===== src/hdl/sfr_pkg.sv =====
// ----------------------------------------------------------------------------
// sfr_pkg
// shared types, constants and width helpers of the serial frame receiver
// ----------------------------------------------------------------------------
package sfr_pkg;

    // default largest payload a frame may carry
    localparam int SFR_MAX_PAYLOAD = 32;

    // frames that may wait between parser and emitter (power of two)
    localparam int SFR_QDEPTH = 2;

    // configuration register map
    localparam int CFG_IDX_W = 3;
    localparam logic [CFG_IDX_W-1:0] CFG_OWN_ADDR  = 3'd0;
    localparam logic [CFG_IDX_W-1:0] CFG_START     = 3'd1;
    localparam logic [CFG_IDX_W-1:0] CFG_DUP_START = 3'd2;
    localparam logic [CFG_IDX_W-1:0] CFG_END       = 3'd3;
    localparam logic [CFG_IDX_W-1:0] CFG_ESCAPE    = 3'd4;

    // reset values of the flag bytes
    localparam logic [7:0] RST_START_FLAG = 8'hFF;
    localparam logic [7:0] RST_DUP_FLAG   = 8'hFC;
    localparam logic [7:0] RST_END_FLAG   = 8'hFE;
    localparam logic [7:0] RST_ESC_FLAG   = 8'hFD;

    localparam logic [7:0] BROADCAST_ADDR = 8'hFF;

    // parser phases
    typedef enum logic [7:0] {
        PH_START  = 8'b0000_0001,
        PH_LENGTH = 8'b0000_0010,
        PH_SENDER = 8'b0000_0100,
        PH_TARGET = 8'b0000_1000,
        PH_ID     = 8'b0001_0000,
        PH_DATA   = 8'b0010_0000,
        PH_CHECK  = 8'b0100_0000,
        PH_END    = 8'b1000_0000
    } sfr_phase_t;

    // per frame header handed from parser to emitter
    typedef struct packed {
        logic [7:0]  sender;
        logic [7:0]  sent_id;
        logic [15:0] msg_number;
    } sfr_desc_t;

    // width of a count that reaches n
    function automatic int cnt_w(input int n);
        return $clog2(n + 1);
    endfunction

    // width of an index below n
    function automatic int idx_w(input int n);
        return (n > 1) ? $clog2(n) : 1;
    endfunction

endpackage


===== src/hdl/sfr_front.sv =====
// ----------------------------------------------------------------------------
// sfr_front
// frame parser: flag and escape handling, header capture, checksum, address
// and duplicate filtering; writes payload words into the frame buffer
// ----------------------------------------------------------------------------
module sfr_front #(
    parameter int MAX_PAYLOAD = sfr_pkg::SFR_MAX_PAYLOAD
) (
    input  logic                                       aclk,
    input  logic                                       aresetn,
    input  logic                                       cfg_valid,
    input  logic [sfr_pkg::CFG_IDX_W-1:0]              cfg_index,
    input  logic [7:0]                                 cfg_data,
    input  logic                                       s_valid,
    input  logic [7:0]                                 s_rx_byte,
    input  logic                                       q_full,
    output logic                                       pl_wr_en,
    output logic [sfr_pkg::idx_w(MAX_PAYLOAD)-1:0]     pl_wr_idx,
    output logic [7:0]                                 pl_wr_data,
    output logic                                       push,
    output sfr_pkg::sfr_desc_t                         push_desc,
    output logic [sfr_pkg::cnt_w(MAX_PAYLOAD)-1:0]     push_len
);
    import sfr_pkg::*;

    localparam int CNT_W = cnt_w(MAX_PAYLOAD);
    localparam int IDX_W = idx_w(MAX_PAYLOAD);

    logic [7:0] own_addr_reg, start_flag_reg, dup_flag_reg, end_flag_reg, esc_flag_reg;

    sfr_phase_t       phase_reg, phase_next;
    logic             dup_reg, dup_next;
    logic             esc_reg, esc_next;
    logic [CNT_W-1:0] len_reg, len_next;
    logic [CNT_W-1:0] count_reg, count_next;
    logic [7:0]       sum_reg, sum_next;
    logic [7:0]       sender_reg, sender_next;
    logic [7:0]       target_reg, target_next;
    logic [7:0]       id_reg, id_next;
    logic [15:0]      acc_cnt_reg, acc_cnt_next;

    // last accepted id per sender
    logic [7:0]   lid_mem [256];
    logic [255:0] lid_valid_reg;
    logic [7:0]   lid_rd_data_reg;
    logic         lid_rd_valid_reg;
    logic         lid_wr;

    logic take, is_start, is_dup, is_end, is_esc, literal, target_ok, is_repeat;
    logic rst_frame, rst_dup;
    sfr_phase_t rst_phase;

    // configuration registers
    always_ff @(posedge aclk) begin
        if (!aresetn) begin
            own_addr_reg   <= 8'h00;
            start_flag_reg <= RST_START_FLAG;
            dup_flag_reg   <= RST_DUP_FLAG;
            end_flag_reg   <= RST_END_FLAG;
            esc_flag_reg   <= RST_ESC_FLAG;
        end else if (cfg_valid) begin
            case (cfg_index)
                CFG_OWN_ADDR:  own_addr_reg   <= (cfg_data == BROADCAST_ADDR) ? 8'h00 : cfg_data;
                CFG_START:     start_flag_reg <= cfg_data;
                CFG_DUP_START: dup_flag_reg   <= cfg_data;
                CFG_END:       end_flag_reg   <= cfg_data;
                CFG_ESCAPE:    esc_flag_reg   <= cfg_data;
                default: ;
            endcase
        end
    end

    assign take      = s_valid && !q_full;
    assign is_start  = (s_rx_byte == start_flag_reg);
    assign is_dup    = (s_rx_byte == dup_flag_reg);
    assign is_end    = (s_rx_byte == end_flag_reg);
    assign is_esc    = (s_rx_byte == esc_flag_reg);
    assign literal   = esc_reg || !(is_start || is_dup || is_end || is_esc);
    assign target_ok = (target_reg == own_addr_reg) || (target_reg == BROADCAST_ADDR);
    assign is_repeat = dup_reg && lid_rd_valid_reg && (lid_rd_data_reg == id_reg);

    always_comb begin
        phase_next   = phase_reg;
        dup_next     = dup_reg;
        esc_next     = esc_reg;
        len_next     = len_reg;
        count_next   = count_reg;
        sum_next     = sum_reg;
        sender_next  = sender_reg;
        target_next  = target_reg;
        id_next      = id_reg;
        acc_cnt_next = acc_cnt_reg;
        push         = 1'b0;
        pl_wr_en     = 1'b0;
        lid_wr       = 1'b0;
        rst_frame    = 1'b0;
        rst_phase    = PH_START;
        rst_dup      = 1'b0;

        if (take) begin
            if (phase_reg == PH_START) begin
                // hunting: escape is not honoured here
                if (is_start) begin
                    rst_frame = 1'b1;
                    rst_phase = PH_LENGTH;
                end else if (is_dup) begin
                    rst_frame = 1'b1;
                    rst_phase = PH_LENGTH;
                    rst_dup   = 1'b1;
                end
            end else if (phase_reg == PH_END) begin
                if (is_end && target_ok && !is_repeat) begin
                    push         = 1'b1;
                    lid_wr       = 1'b1;
                    acc_cnt_next = acc_cnt_reg + 16'd1;
                end
                rst_frame = 1'b1;
            end else if (!literal) begin
                // unescaped flag inside a frame
                if (is_start) begin
                    rst_frame = 1'b1;
                    rst_phase = PH_LENGTH;
                end else if (is_dup) begin
                    rst_frame = 1'b1;
                    rst_phase = PH_LENGTH;
                    rst_dup   = 1'b1;
                end else if (is_end) begin
                    rst_frame = 1'b1;
                end else begin
                    esc_next = 1'b1;
                end
            end else begin
                esc_next = 1'b0;
                case (phase_reg)
                    PH_LENGTH: begin
                        if (s_rx_byte > 8'(MAX_PAYLOAD)) begin
                            rst_frame = 1'b1;
                        end else begin
                            len_next   = CNT_W'(s_rx_byte);
                            sum_next   = s_rx_byte;
                            phase_next = PH_SENDER;
                        end
                    end
                    PH_SENDER: begin
                        sender_next = s_rx_byte;
                        sum_next    = sum_reg + s_rx_byte;
                        phase_next  = PH_TARGET;
                    end
                    PH_TARGET: begin
                        target_next = s_rx_byte;
                        sum_next    = sum_reg + s_rx_byte;
                        phase_next  = PH_ID;
                    end
                    PH_ID: begin
                        id_next    = s_rx_byte;
                        sum_next   = sum_reg + s_rx_byte;
                        phase_next = (len_reg == '0) ? PH_CHECK : PH_DATA;
                    end
                    PH_DATA: begin
                        pl_wr_en   = 1'b1;
                        count_next = count_reg + CNT_W'(1);
                        sum_next   = sum_reg + s_rx_byte;
                        if (count_next >= len_reg) begin
                            phase_next = PH_CHECK;
                        end
                    end
                    PH_CHECK: begin
                        if (s_rx_byte != sum_reg) begin
                            rst_frame = 1'b1;
                        end else begin
                            phase_next = PH_END;
                        end
                    end
                    default: ;
                endcase
            end
        end

        if (rst_frame) begin
            phase_next = rst_phase;
            dup_next   = rst_dup;
            esc_next   = 1'b0;
            count_next = '0;
            sum_next   = 8'h00;
        end
    end

    always_ff @(posedge aclk) begin
        if (!aresetn) begin
            phase_reg     <= PH_START;
            dup_reg       <= 1'b0;
            esc_reg       <= 1'b0;
            count_reg     <= '0;
            sum_reg       <= 8'h00;
            acc_cnt_reg   <= 16'd0;
            lid_valid_reg <= '0;
        end else begin
            phase_reg   <= phase_next;
            dup_reg     <= dup_next;
            esc_reg     <= esc_next;
            count_reg   <= count_next;
            sum_reg     <= sum_next;
            acc_cnt_reg <= acc_cnt_next;
            if (lid_wr) begin
                lid_valid_reg[sender_reg] <= 1'b1;
            end
        end
    end

    always_ff @(posedge aclk) begin
        len_reg          <= len_next;
        sender_reg       <= sender_next;
        target_reg       <= target_next;
        id_reg           <= id_next;
        lid_rd_valid_reg <= lid_valid_reg[sender_reg];
    end

    // id table: one write port, one registered read port at the current sender
    always_ff @(posedge aclk) begin
        if (lid_wr) begin
            lid_mem[sender_reg] <= id_reg;
        end
        lid_rd_data_reg <= lid_mem[sender_reg];
    end

    assign pl_wr_idx            = IDX_W'(count_reg);
    assign pl_wr_data           = s_rx_byte;
    assign push_desc.sender     = sender_reg;
    assign push_desc.sent_id    = id_reg;
    assign push_desc.msg_number = acc_cnt_reg;
    assign push_len             = len_reg;

endmodule


===== src/hdl/sfr_frame_buf.sv =====
// ----------------------------------------------------------------------------
// sfr_frame_buf
// queue of accepted frame headers with one payload bank per queue slot
// ----------------------------------------------------------------------------
module sfr_frame_buf #(
    parameter int MAX_PAYLOAD = sfr_pkg::SFR_MAX_PAYLOAD
) (
    input  logic                                       aclk,
    input  logic                                       aresetn,
    input  logic                                       push,
    input  sfr_pkg::sfr_desc_t                         push_desc,
    input  logic [sfr_pkg::cnt_w(MAX_PAYLOAD)-1:0]     push_len,
    output logic                                       full,
    input  logic                                       pl_wr_en,
    input  logic [sfr_pkg::idx_w(MAX_PAYLOAD)-1:0]     pl_wr_idx,
    input  logic [7:0]                                 pl_wr_data,
    output logic                                       head_valid,
    output sfr_pkg::sfr_desc_t                         head_desc,
    output logic [sfr_pkg::cnt_w(MAX_PAYLOAD)-1:0]     head_len,
    input  logic                                       pop,
    input  logic                                       rd_en,
    input  logic [sfr_pkg::idx_w(MAX_PAYLOAD)-1:0]     rd_idx,
    output logic [7:0]                                 rd_data
);
    import sfr_pkg::*;

    localparam int CNT_W  = cnt_w(MAX_PAYLOAD);
    localparam int IDX_W  = idx_w(MAX_PAYLOAD);
    localparam int QPTR_W = idx_w(SFR_QDEPTH);
    localparam int QCNT_W = cnt_w(SFR_QDEPTH);
    localparam int PL_DEPTH = SFR_QDEPTH * (2 ** IDX_W);

    sfr_desc_t        desc_q [SFR_QDEPTH];
    logic [CNT_W-1:0] len_q  [SFR_QDEPTH];
    logic [QPTR_W-1:0] wr_ptr_reg, rd_ptr_reg;
    logic [QCNT_W-1:0] count_reg, count_next;

    logic [7:0] pl_mem [PL_DEPTH];
    logic [7:0] rd_data_reg;

    always_comb begin
        case ({push, pop})
            2'b10:   count_next = count_reg + QCNT_W'(1);
            2'b01:   count_next = count_reg - QCNT_W'(1);
            default: count_next = count_reg;
        endcase
    end

    always_ff @(posedge aclk) begin
        if (!aresetn) begin
            wr_ptr_reg <= '0;
            rd_ptr_reg <= '0;
            count_reg  <= '0;
        end else begin
            count_reg <= count_next;
            if (push) begin
                wr_ptr_reg <= wr_ptr_reg + QPTR_W'(1);
            end
            if (pop) begin
                rd_ptr_reg <= rd_ptr_reg + QPTR_W'(1);
            end
        end
    end

    always_ff @(posedge aclk) begin
        if (push) begin
            desc_q[wr_ptr_reg] <= push_desc;
            len_q[wr_ptr_reg]  <= push_len;
        end
    end

    // payload banks: the parser fills the bank of the slot it will push next
    always_ff @(posedge aclk) begin
        if (pl_wr_en) begin
            pl_mem[{wr_ptr_reg, pl_wr_idx}] <= pl_wr_data;
        end
        if (rd_en) begin
            rd_data_reg <= pl_mem[{rd_ptr_reg, rd_idx}];
        end
    end

    assign full       = (count_reg == QCNT_W'(SFR_QDEPTH));
    assign head_valid = (count_reg != '0);
    assign head_desc  = desc_q[rd_ptr_reg];
    assign head_len   = len_q[rd_ptr_reg];
    assign rd_data    = rd_data_reg;

endmodule


===== src/hdl/sfr_back.sv =====
// ----------------------------------------------------------------------------
// sfr_back
// emitter: walks the payload of the head frame and drives the result words
// ----------------------------------------------------------------------------
module sfr_back #(
    parameter int MAX_PAYLOAD = sfr_pkg::SFR_MAX_PAYLOAD
) (
    input  logic                                       aclk,
    input  logic                                       aresetn,
    input  logic                                       head_valid,
    input  sfr_pkg::sfr_desc_t                         head_desc,
    input  logic [sfr_pkg::cnt_w(MAX_PAYLOAD)-1:0]     head_len,
    output logic                                       pop,
    output logic                                       rd_en,
    output logic [sfr_pkg::idx_w(MAX_PAYLOAD)-1:0]     rd_idx,
    input  logic [7:0]                                 rd_data,
    output logic                                       m_valid,
    input  logic                                       m_ready,
    output logic [7:0]                                 m_sender,
    output logic [7:0]                                 m_sent_id,
    output logic [15:0]                                m_msg_number,
    output logic [5:0]                                 m_payload_length,
    output logic [7:0]                                 m_data_byte,
    output logic                                       m_byte_valid,
    output logic                                       m_last
);
    import sfr_pkg::*;

    localparam int CNT_W = cnt_w(MAX_PAYLOAD);
    localparam int IDX_W = idx_w(MAX_PAYLOAD);

    logic [IDX_W-1:0] idx_reg;
    logic             rd_pend_reg;
    sfr_desc_t        pend_desc_reg;
    logic [CNT_W-1:0] pend_len_reg;
    logic             pend_bvalid_reg, pend_last_reg;

    logic             m_valid_reg;
    sfr_desc_t        m_desc_reg;
    logic [5:0]       m_len_reg;
    logic [7:0]       m_data_reg;
    logic             m_bvalid_reg, m_last_reg;

    logic load_out, issue, item_last, empty_frame;

    assign empty_frame = (head_len == '0);
    assign item_last   = empty_frame || (CNT_W'(CNT_W'(idx_reg) + CNT_W'(1)) == head_len);
    assign load_out    = rd_pend_reg && (!m_valid_reg || m_ready);
    assign issue       = head_valid && (!rd_pend_reg || load_out);
    assign pop         = issue && item_last;
    assign rd_en       = issue;
    assign rd_idx      = idx_reg;

    always_ff @(posedge aclk) begin
        if (!aresetn) begin
            idx_reg     <= '0;
            rd_pend_reg <= 1'b0;
            m_valid_reg <= 1'b0;
        end else begin
            if (issue) begin
                idx_reg <= item_last ? '0 : IDX_W'(idx_reg + IDX_W'(1));
            end
            if (issue) begin
                rd_pend_reg <= 1'b1;
            end else if (load_out) begin
                rd_pend_reg <= 1'b0;
            end
            if (load_out) begin
                m_valid_reg <= 1'b1;
            end else if (m_ready) begin
                m_valid_reg <= 1'b0;
            end
        end
    end

    always_ff @(posedge aclk) begin
        if (issue) begin
            pend_desc_reg   <= head_desc;
            pend_len_reg    <= head_len;
            pend_bvalid_reg <= !empty_frame;
            pend_last_reg   <= item_last;
        end
        if (load_out) begin
            m_desc_reg   <= pend_desc_reg;
            m_len_reg    <= 6'(pend_len_reg);
            m_data_reg   <= pend_bvalid_reg ? rd_data : 8'h00;
            m_bvalid_reg <= pend_bvalid_reg;
            m_last_reg   <= pend_last_reg;
        end
    end

    assign m_valid          = m_valid_reg;
    assign m_sender         = m_desc_reg.sender;
    assign m_sent_id        = m_desc_reg.sent_id;
    assign m_msg_number     = m_desc_reg.msg_number;
    assign m_payload_length = m_len_reg;
    assign m_data_byte      = m_data_reg;
    assign m_byte_valid     = m_bvalid_reg;
    assign m_last           = m_last_reg;

endmodule


===== src/hdl/serial_frame_receiver_top.sv =====
// Receives a byte-stuffed serial stream one word at a time on the s_ channel
// and delivers every accepted frame on the m_ channel as a burst of payload
// words (one word with byte_valid low for an empty frame), all carrying
// sender, id, message number and length, with last on the final word. The
// parser takes one byte per cycle as long as the two-slot frame queue has
// room; s_ready drops only while two complete frames are waiting to be sent.
// The emitter drives one result word per cycle from the payload buffer while
// m_ready is high, through the queue write, buffer read and output register.
// Flag values and own address are set through the cfg_ write channel, which is
// always ready; write it only while no frame is in flight. The per-sender
// duplicate table needs no clearing pass after reset.
// ----------------------------------------------------------------------------
// serial_frame_receiver_top
// byte-stuffed frame receiver with checksum, address and duplicate filtering
// ----------------------------------------------------------------------------
module serial_frame_receiver_top #(
    parameter int MAX_PAYLOAD = sfr_pkg::SFR_MAX_PAYLOAD
) (
    input  logic                           aclk,
    input  logic                           aresetn,
    // configuration writes
    input  logic                           cfg_valid,
    output logic                           cfg_ready,
    input  logic [sfr_pkg::CFG_IDX_W-1:0]  cfg_index,
    input  logic [7:0]                     cfg_data,
    // received bytes
    input  logic                           s_valid,
    output logic                           s_ready,
    input  logic [7:0]                     s_rx_byte,
    // result words
    output logic                           m_valid,
    input  logic                           m_ready,
    output logic [7:0]                     m_sender,
    output logic [7:0]                     m_sent_id,
    output logic [15:0]                    m_msg_number,
    output logic [5:0]                     m_payload_length,
    output logic [7:0]                     m_data_byte,
    output logic                           m_byte_valid,
    output logic                           m_last
);
    import sfr_pkg::*;

    localparam int CNT_W = cnt_w(MAX_PAYLOAD);
    localparam int IDX_W = idx_w(MAX_PAYLOAD);

    // parser to frame buffer
    logic             q_full;
    logic             push;
    sfr_desc_t        push_desc;
    logic [CNT_W-1:0] push_len;
    logic             pl_wr_en;
    logic [IDX_W-1:0] pl_wr_idx;
    logic [7:0]       pl_wr_data;

    // frame buffer to emitter
    logic             head_valid;
    sfr_desc_t        head_desc;
    logic [CNT_W-1:0] head_len;
    logic             pop;
    logic             rd_en;
    logic [IDX_W-1:0] rd_idx;
    logic [7:0]       rd_data;

    // registers take a write every cycle
    assign cfg_ready = 1'b1;
    // parser stalls only while every payload bank holds a waiting frame
    assign s_ready   = !q_full;

    sfr_front #(
        .MAX_PAYLOAD (MAX_PAYLOAD)
    ) u_front (
        .aclk       (aclk),
        .aresetn    (aresetn),
        .cfg_valid  (cfg_valid),
        .cfg_index  (cfg_index),
        .cfg_data   (cfg_data),
        .s_valid    (s_valid),
        .s_rx_byte  (s_rx_byte),
        .q_full     (q_full),
        .pl_wr_en   (pl_wr_en),
        .pl_wr_idx  (pl_wr_idx),
        .pl_wr_data (pl_wr_data),
        .push       (push),
        .push_desc  (push_desc),
        .push_len   (push_len)
    );

    sfr_frame_buf #(
        .MAX_PAYLOAD (MAX_PAYLOAD)
    ) u_frame_buf (
        .aclk       (aclk),
        .aresetn    (aresetn),
        .push       (push),
        .push_desc  (push_desc),
        .push_len   (push_len),
        .full       (q_full),
        .pl_wr_en   (pl_wr_en),
        .pl_wr_idx  (pl_wr_idx),
        .pl_wr_data (pl_wr_data),
        .head_valid (head_valid),
        .head_desc  (head_desc),
        .head_len   (head_len),
        .pop        (pop),
        .rd_en      (rd_en),
        .rd_idx     (rd_idx),
        .rd_data    (rd_data)
    );

    sfr_back #(
        .MAX_PAYLOAD (MAX_PAYLOAD)
    ) u_back (
        .aclk             (aclk),
        .aresetn          (aresetn),
        .head_valid       (head_valid),
        .head_desc        (head_desc),
        .head_len         (head_len),
        .pop              (pop),
        .rd_en            (rd_en),
        .rd_idx           (rd_idx),
        .rd_data          (rd_data),
        .m_valid          (m_valid),
        .m_ready          (m_ready),
        .m_sender         (m_sender),
        .m_sent_id        (m_sent_id),
        .m_msg_number     (m_msg_number),
        .m_payload_length (m_payload_length),
        .m_data_byte      (m_data_byte),
        .m_byte_valid     (m_byte_valid),
        .m_last           (m_last)
    );

    // a frame is never pushed into a full queue
    assert property (@(posedge aclk) disable iff (!aresetn) q_full |-> !push)
        else $error("frame pushed into full queue");

    // the emitter only retires a frame that is present
    assert property (@(posedge aclk) disable iff (!aresetn) pop |-> head_valid)
        else $error("pop from empty frame queue");

    // payload reads only target a queued frame
    assert property (@(posedge aclk) disable iff (!aresetn) rd_en |-> head_valid)
        else $error("payload read without a queued frame");

    // an empty-frame word is always the final word of its frame
    assert property (@(posedge aclk) disable iff (!aresetn)
        (m_valid && !m_byte_valid) |-> m_last)
        else $error("empty-frame word without last");

endmodule


===== config.mk =====
export PLATFORM = sky130hd
export DESIGN_NAME = serial_frame_receiver_top
export DESIGN_NICKNAME = d
export VERILOG_FILES = /design/src/hdl/sfr_pkg.sv /design/src/hdl/sfr_front.sv /design/src/hdl/sfr_frame_buf.sv /design/src/hdl/sfr_back.sv /design/src/hdl/serial_frame_receiver_top.sv
export SDC_FILE = /design/constraint.sdc
export NUM_CORES = 2
export LEC_CHECK = 0
export BUFFER_PORTS_ARGS = -buffer_cell sky130_fd_sc_hd__buf_2
export CORE_ASPECT_RATIO = 1.5
export CORE_UTILIZATION = 35
export CTS_CLUSTER_DIAMETER = 30
export DETAILED_ROUTE_END_ITERATION = 8
export GPL_ROUTABILITY_DRIVEN = 1
export GPL_TIMING_DRIVEN = 0
export PLACE_DENSITY = 0.54
export REMOVE_ABC_BUFFERS = 1
export SLEW_MARGIN = 5
export SYNTH_ARGS = -nofsm -noshare
export SYNTH_HDL_FRONTEND = slang
export SYNTH_SLANG_ARGS = --single-unit

===== constraint.sdc =====
create_clock -name aclk -period 9.22 [get_ports aclk]
set_input_delay 0.922 -clock aclk [delete_from_list [all_inputs] [get_ports aclk]]
set_output_delay 0.922 -clock aclk [all_outputs]
set_load 0.02 [all_outputs]

* Yosys cells after proc, flatten, opt, wreduce, memory -nomap -nowiden
Memories as Yosys holds them, arrays and structs flattened. A register that Yosys moved wholly into a read port is not among the register bits.
Cells that the tools add are included.
** Word-level totals
- Flip-flop bits (word level) :: 434
- RAM bits :: 2636
- Input port bits :: 24
- Output and inout bits :: 51
- Logic and storage cells :: 204
- Memories kept :: 4
** Memories
- u_front.lid_mem :: words 256, bits a word 8, rd ports 1, clocked after memory_dff 1, wr ports 1, line sfr_front.sv:43 : logic [7:0] lid_mem [256];
- u_frame_buf.pl_mem :: words 64, bits a word 8, rd ports 1, clocked after memory_dff 1, wr ports 1, line sfr_frame_buf.sv:38 : logic [7:0] pl_mem [PL_DEPTH];
- u_frame_buf.desc_q :: words 2, bits a word 32, rd ports 1, clocked after memory_dff 1, wr ports 1, line sfr_frame_buf.sv:33 : sfr_desc_t desc_q [SFR_QDEPTH];
- u_frame_buf.len_q :: words 2, bits a word 6, rd ports 1, clocked after memory_dff 1, wr ports 1, line sfr_frame_buf.sv:34 : logic [CNT_W-1:0] len_q [SFR_QDEPTH];
** Cells by class
- Add/sub/neg operators :: 9
- Magnitude comparators :: 4
- Equality and inequality tests :: 34
- Multiplexer cells :: 65
- Bitwise gates (word level) :: 5
- Reduce and logical (&&, ||, !) cells :: 50
** Operators with widths (number)
- 256-bit bitwise OR :: 1
- 8-bit 2-to-1 mux :: 15
- 8-bit equality test :: 6
- 8-bit one-hot mux with 6 select lines :: 1
- 1-bit 2-to-1 mux :: 41
- 8-bit equality test, second input constant :: 3
- 5-bit AND reduction :: 4
- 6-bit AND reduction :: 3
- 16-bit by 1-bit adder with 16-bit output, second input constant :: 1
- 8-bit one-hot mux with 2 select lines :: 1
- 2-bit nonzero test :: 7
- 6-bit zero test :: 2
- 2-bit AND reduction :: 5
- 1-bit logical AND :: 9
- 8-bit by 9-bit < comparator with 1-bit output, second input constant :: 1
- 8-bit adder :: 1
- 1-bit binary-select mux with 8-bit select :: 1
- 1-bit demux with 8-bit select :: 1
- 8-bit by 1-bit equality test with 1-bit output, second input constant :: 1
- 8-bit by 2-bit equality test with 1-bit output, second input constant :: 1
- 8-bit by 3-bit equality test with 1-bit output, second input constant :: 1
- 8-bit by 4-bit equality test with 1-bit output, second input constant :: 1
- 8-bit by 5-bit equality test with 1-bit output, second input constant :: 1
- 8-bit by 6-bit equality test with 1-bit output, second input constant :: 1
- 35 further kinds :: 58

* Depth between registers and ports, before layout
- Depth after elaboration :: 12
- Depth in mapped cells :: 13
- Gate-level depth less buffers :: 10

* Hierarchy
A second synthesis with hierarchy kept.
** Second synthesis, totals
- Cells, all modules :: 5941
- Area total of the unflattened synthesis :: 120140.2 sq um
** By module, submodules not included
- sfr_front :: instances 1, cells each 4718, area each 93995.1 sq um, sequential area each 69306.5 sq um
- sfr_frame_buf :: instances 1, cells each 1067, area each 22947.0 sq um, sequential area each 17997.3 sq um
- sfr_back :: instances 1, cells each 153, area each 3183.1 sq um, sequential area each 2782.7 sq um
- serial_frame_receiver_top :: instances 1, cells each 3, area each 15.0 sq um, sequential area each 0.0 sq um

* Worst setup path before layout
Ideal clock, no wire load.
- Path type :: reg-to-reg
- Start :: reg u_front.id_reg[4]
- End :: mem u_frame_buf.desc_q[0][0] (netlist name), enable pin
- Setup time :: 433 ps
- Arrival time :: 6053 ps
- Required time :: 8787 ps
- Setup slack :: 2734 ps
- Stages on the path, launching flop included :: 8
- Path buffers :: 1
- Clock period less this slack :: 6486 ps
- Cell sequence :: edfxtp_1 -> xnor2_1 -> nand4_1 -> nor3_1 -> nor3_1 -> buf_2 -> inv_1 -> nor2_1
** Between the ends
- Word-level cells in the longest chain between the ends :: 10
** Ends and longest elaborated chain
- from (decl) :: line sfr_front.sv:39 : logic [7:0] id_reg, id_next;
- from (signal assigned) :: line sfr_front.sv:214 : id_reg <= id_next;
- 8-bit equality test :: line sfr_front.sv:80 : assign is_repeat = dup_reg && lid_rd_valid_reg && (lid_rd_data_reg == id_reg);
- 1-bit logical AND :: line sfr_front.sv:80
- 1-bit zero test :: line sfr_front.sv:112 : if (is_end && target_ok && !is_repeat) begin
- 1-bit logical AND :: line sfr_front.sv:112
- 1-bit 2-to-1 mux :: line sfr_front.sv:112
- 1-bit 2-to-1 mux :: line sfr_front.sv:111 : end else if (phase_reg == PH_END) begin
- 1-bit 2-to-1 mux :: line sfr_front.sv:101 : if (phase_reg == PH_START) begin
- 1-bit 2-to-1 mux :: line sfr_front.sv:100 : if (take) begin
- 1-bit 2-to-1 mux :: line sfr_frame_buf.sv:66 : if (push) begin
- 1-bit 2-to-1 mux (implied by the code) :: line sfr_frame_buf.sv:67 : desc_q[wr_ptr_reg] <= push_desc;
- to (decl) :: line sfr_frame_buf.sv:33
Every way passes these cells.

* Final worst setup path
- Start :: in s_rx_byte[7]
- End :: mem u_front.lid_mem[123][3], enable pin
** Between the ends
- Word-level cells in the longest chain between the ends :: 9
** Ends and longest elaborated chain
- from (decl) :: line serial_frame_receiver_top.sv:29 : input logic [7:0] s_rx_byte,
- 8-bit equality test :: line sfr_front.sv:76 : assign is_end = (s_rx_byte == end_flag_reg);
- 1-bit logical AND (2 in series) :: line sfr_front.sv:112
- 1-bit 2-to-1 mux :: line sfr_front.sv:112
- 1-bit 2-to-1 mux :: line sfr_front.sv:111
- 1-bit 2-to-1 mux :: line sfr_front.sv:101
- 1-bit 2-to-1 mux :: line sfr_front.sv:100
- 1-bit 2-to-1 mux :: line sfr_front.sv:220 : if (lid_wr) begin
- 1-bit 2-to-1 mux (implied by the code) :: line sfr_front.sv:221 : lid_mem[sender_reg] <= id_reg;
- to (decl) :: line sfr_front.sv:43
Every way passes these cells.

==> results.py <==
metrics = {
    "yosys": {
        "async_reset_ff_frac": 0,
        "ys_ff_latch": 3119,
        "avgSynthCellArea_sq_um": 20.41,
        "yosysTopAreaCell": "edfxtp_1",
        "synthDistinctLibCells": 69,
        "synth_top_area_share": 0.6925,
        "yosys-top-cells-area": "edfxtp_1 (69%), mux4_2 (15%), dfxtp_1 (6.0%)",
        "seq_area_frac_synth": 0.7522,
        "synth-edff-count": 2762,
        "synth_ff_type": "edfxtp_1",
        "yosysWarnings": 0,
        "synthCells": 5868,
        "synthesis.area_sq_um": 119800,
    },
    "cells_and_area": {
        "final_cells": 11270,
        "area_growth_pct": 23.57,
        "largest_reg_flops": 2048,
        "drive_above_1_share": 0.3059,
        "final_core_util": 0.4353,
        "mostFrequentLayoutCells": "edfxtp_1 (2,762), mux4_2 (811), clkbuf_16 (488), nor2_1 (410), dfxtp_1 (352)",
        "final_common_cell": "edfxtp_1",
        "stdcell_area_sq_um": 148000,
        "fill_cells": 28840,
        "nets": 6387,
    },
    "route": {
        "vias": 59630,
        "drt_iter0_markers": 4742,
        "antenna_left": 0,
        "drc_errors": 0,
        "drt-wirelength-per-cell_microns": 28.62,
        "drtPass1Iterations": 5,
        "routed_wirelength_microns": 322400,
        "avgViaCountPerCell": 5.292,
    },
    "outcome": {
        "status": "finished, final reports clean",
    },
    "die": {
        "floorplan.initialDensity": 0.3523,
        "rows": 262,
        "dieArea_sq_um": 344600,
        "core_sq_um": 339900,
        "io_pins": 75,
        "die_w_microns": 479.6,
        "die_h_microns": 718.4,
    },
    "clock_tree": {
        "clock_sinks": 3119,
        "ctsResizeCount": 0,
        "cts-hold-fix-buffers": 0,
        "cts_setup_buffers": 0,
        "path_clk_slew_ns": 0.05,
        "cts_made_buffers": 484,
        "htreeDepth": 5,
        "cts_tree": "built",
        "insertion_delay_ns": 0.96,
        "root_buffer": "clkbuf_16",
        "clockBufferDepth": 4,
    },
    "worst_setup_path": {
        "worstPathMaxFanout": 77,
        "crit_family": "simple AND/OR/NAND/NOR gates",
        "ff2ff_path_depth": 10,
        "arrival_ns": 6.81,
        "cp.required_ns": 9.72,
        "crit_type": "in -> reg",
        "crit_path_end_kind": "flop",
        "slowest_delay_ns": 0.88,
        "critPathLaunchType": "primary input",
        "crit_slowest_cell": "nor4_1",
        "path_depth": 11,
        "crit_chain": "buf_4 -> xor2_1 -> nor4_1 -> nand4_1 -> nor3_2 -> buf_4 -> buf_6 -> nand4_1 -> buf_8 -> buf_8 -> nor2_1",
        "crit_buf_inv": 5,
    },
    "worst_hold_path": {
        "whs_path_depth": 3,
        "hp-class": "in -> reg",
    },
    "sta": {
        "rsz0062_at_grt": "false",
        "slew_viol_final": 0,
        "setup-tns-final_ns": 0,
        "hold_viol": 0,
        "fmaxAchievable_mhz": 158.3,
        "skew_ns": 0.09052,
        "min_period_ns": 6.319,
        "slew_headroom": 0.03826,
        "worstMarginPinSlew_ns": 1.439,
        "finalCritPeriodShare": 0.6853,
        "setup_viol": 0,
    },
    "place": {
        "hpwl_microns": 219600,
        "numPortBuffers": 73,
        "routabilityCongestion": 0.8580,
        "post_dp_cell_area_sq_um": 131100,
        "dp.cells": 10350,
    },
    "pwr": {
        "p_total_w": 0.03387,
        "ir_drop_mv": 0.1536,
        "leakagePower_nw": 47.40,
        "powerDensity_nw_per_um2": 228.9,
    },
    "global_route": {
        "track_usage": 0.1862,
        "grt_start_max_net_pins": 121,
        "antenna_found_initial": 19,
        "grt_pass1_wl_microns": 463100,
        "globalRouteOverflowTotal": 0,
        "grt_pass1_vias": 62530,
    },
    "run": {
        "maxCapViolCount": 0,
    },
}
-- tightest hold or removal path: cells and delay by family --
| kind | cells | cell delay [ns] |
|---|---|---|
| and+or+nand+nor | 1 | 0.08 |
| AOI/OAI and AO/OA | 1 | 0.05 |
| buffers and inverters | 1 | 0.17 |
-- logic make-up after synthesis --
group | synth area share
DFF | 0.7522
muxes | 0.1640
and+or+nand+nor | 0.03097
AOI/OAI and AO/OA | 0.03112
buffers and inverters | 0.01322
xor gates and xnor gates | 0.006529
adders and majority gates | 0.001943
other | 0.00003131
-- Yosys cell counts, drive strengths merged (53+ instances only) --
library cell and number:
edfxtp 2762, clkbuf 207, buf 139, nand3 72, nor2 414, mux4 811, mux2i 97, dfxtp 357
o21a 258, xor2 57, a22oi 53, nand2 130
-- through the flow --
step                      hold slack [ns]  setup WS (ns)
after floorplan                    0.4003         -20.33
after global placement             0.4048         -41.93
after detailed placement           0.4045          1.944
after CTS                          0.2991          2.872
after global routing               0.3453          2.784
final                              0.3676          2.901
-- path summary, 6_finish.rpt --
kind / startpoint / end / slack (ns)
max: s_rx_byte[7] / u_front.lid_mem[123][3] / 2.90
min: cfg_data[1] / u_front.dup_flag_reg[1] / 0.37
max reg2reg: u_front.end_flag_reg[5] / u_front.lid_mem[123][3] / 3.32
min reg2reg: u_back.pend_len_reg[1] / u_back.m_payload_length[1] / 0.41
-- metal layers --
metal / global-route usage / vias up / part of all wire
li1: - / 25320 / -
met1: 0.2173 / 31800 / 0.37
met2: 0.3293 / 1896 / 0.52
met3: 0.03111 / 612 / 0.052
met4: 0.09191 / 2 / 0.054
met5: 0 / - / 0.000040
-- final cells by class --
| cell class | count | area [sq um] | area share |
|---|---|---|---|
| flip-flops and latches | 3119 | 90100 | 0.6088 |
| multi-input cells | 2375 | 28320 | 0.1914 |
| clock buffers | 556 | 12660 | 0.08553 |
| repair buffers | 337 | 7015 | 0.04740 |
| well taps | 4488 | 5615 | 0.03794 |
| clock inverters | 356 | 4151 | 0.02805 |
| inverters | 28 | 106.4 | 0.0007186 |
| diodes | 9 | 22.52 | 0.0001522 |
-- power breakdown --
group          switching (W)  leakage (nW)  internal, W
combinational       0.000104          11.6    0.0000274
sequential        0.00000384          27.8       0.0152
clock                0.00684          8.08       0.0117
total                0.00695          47.4       0.0269
(Power assumes the default switching activity.)
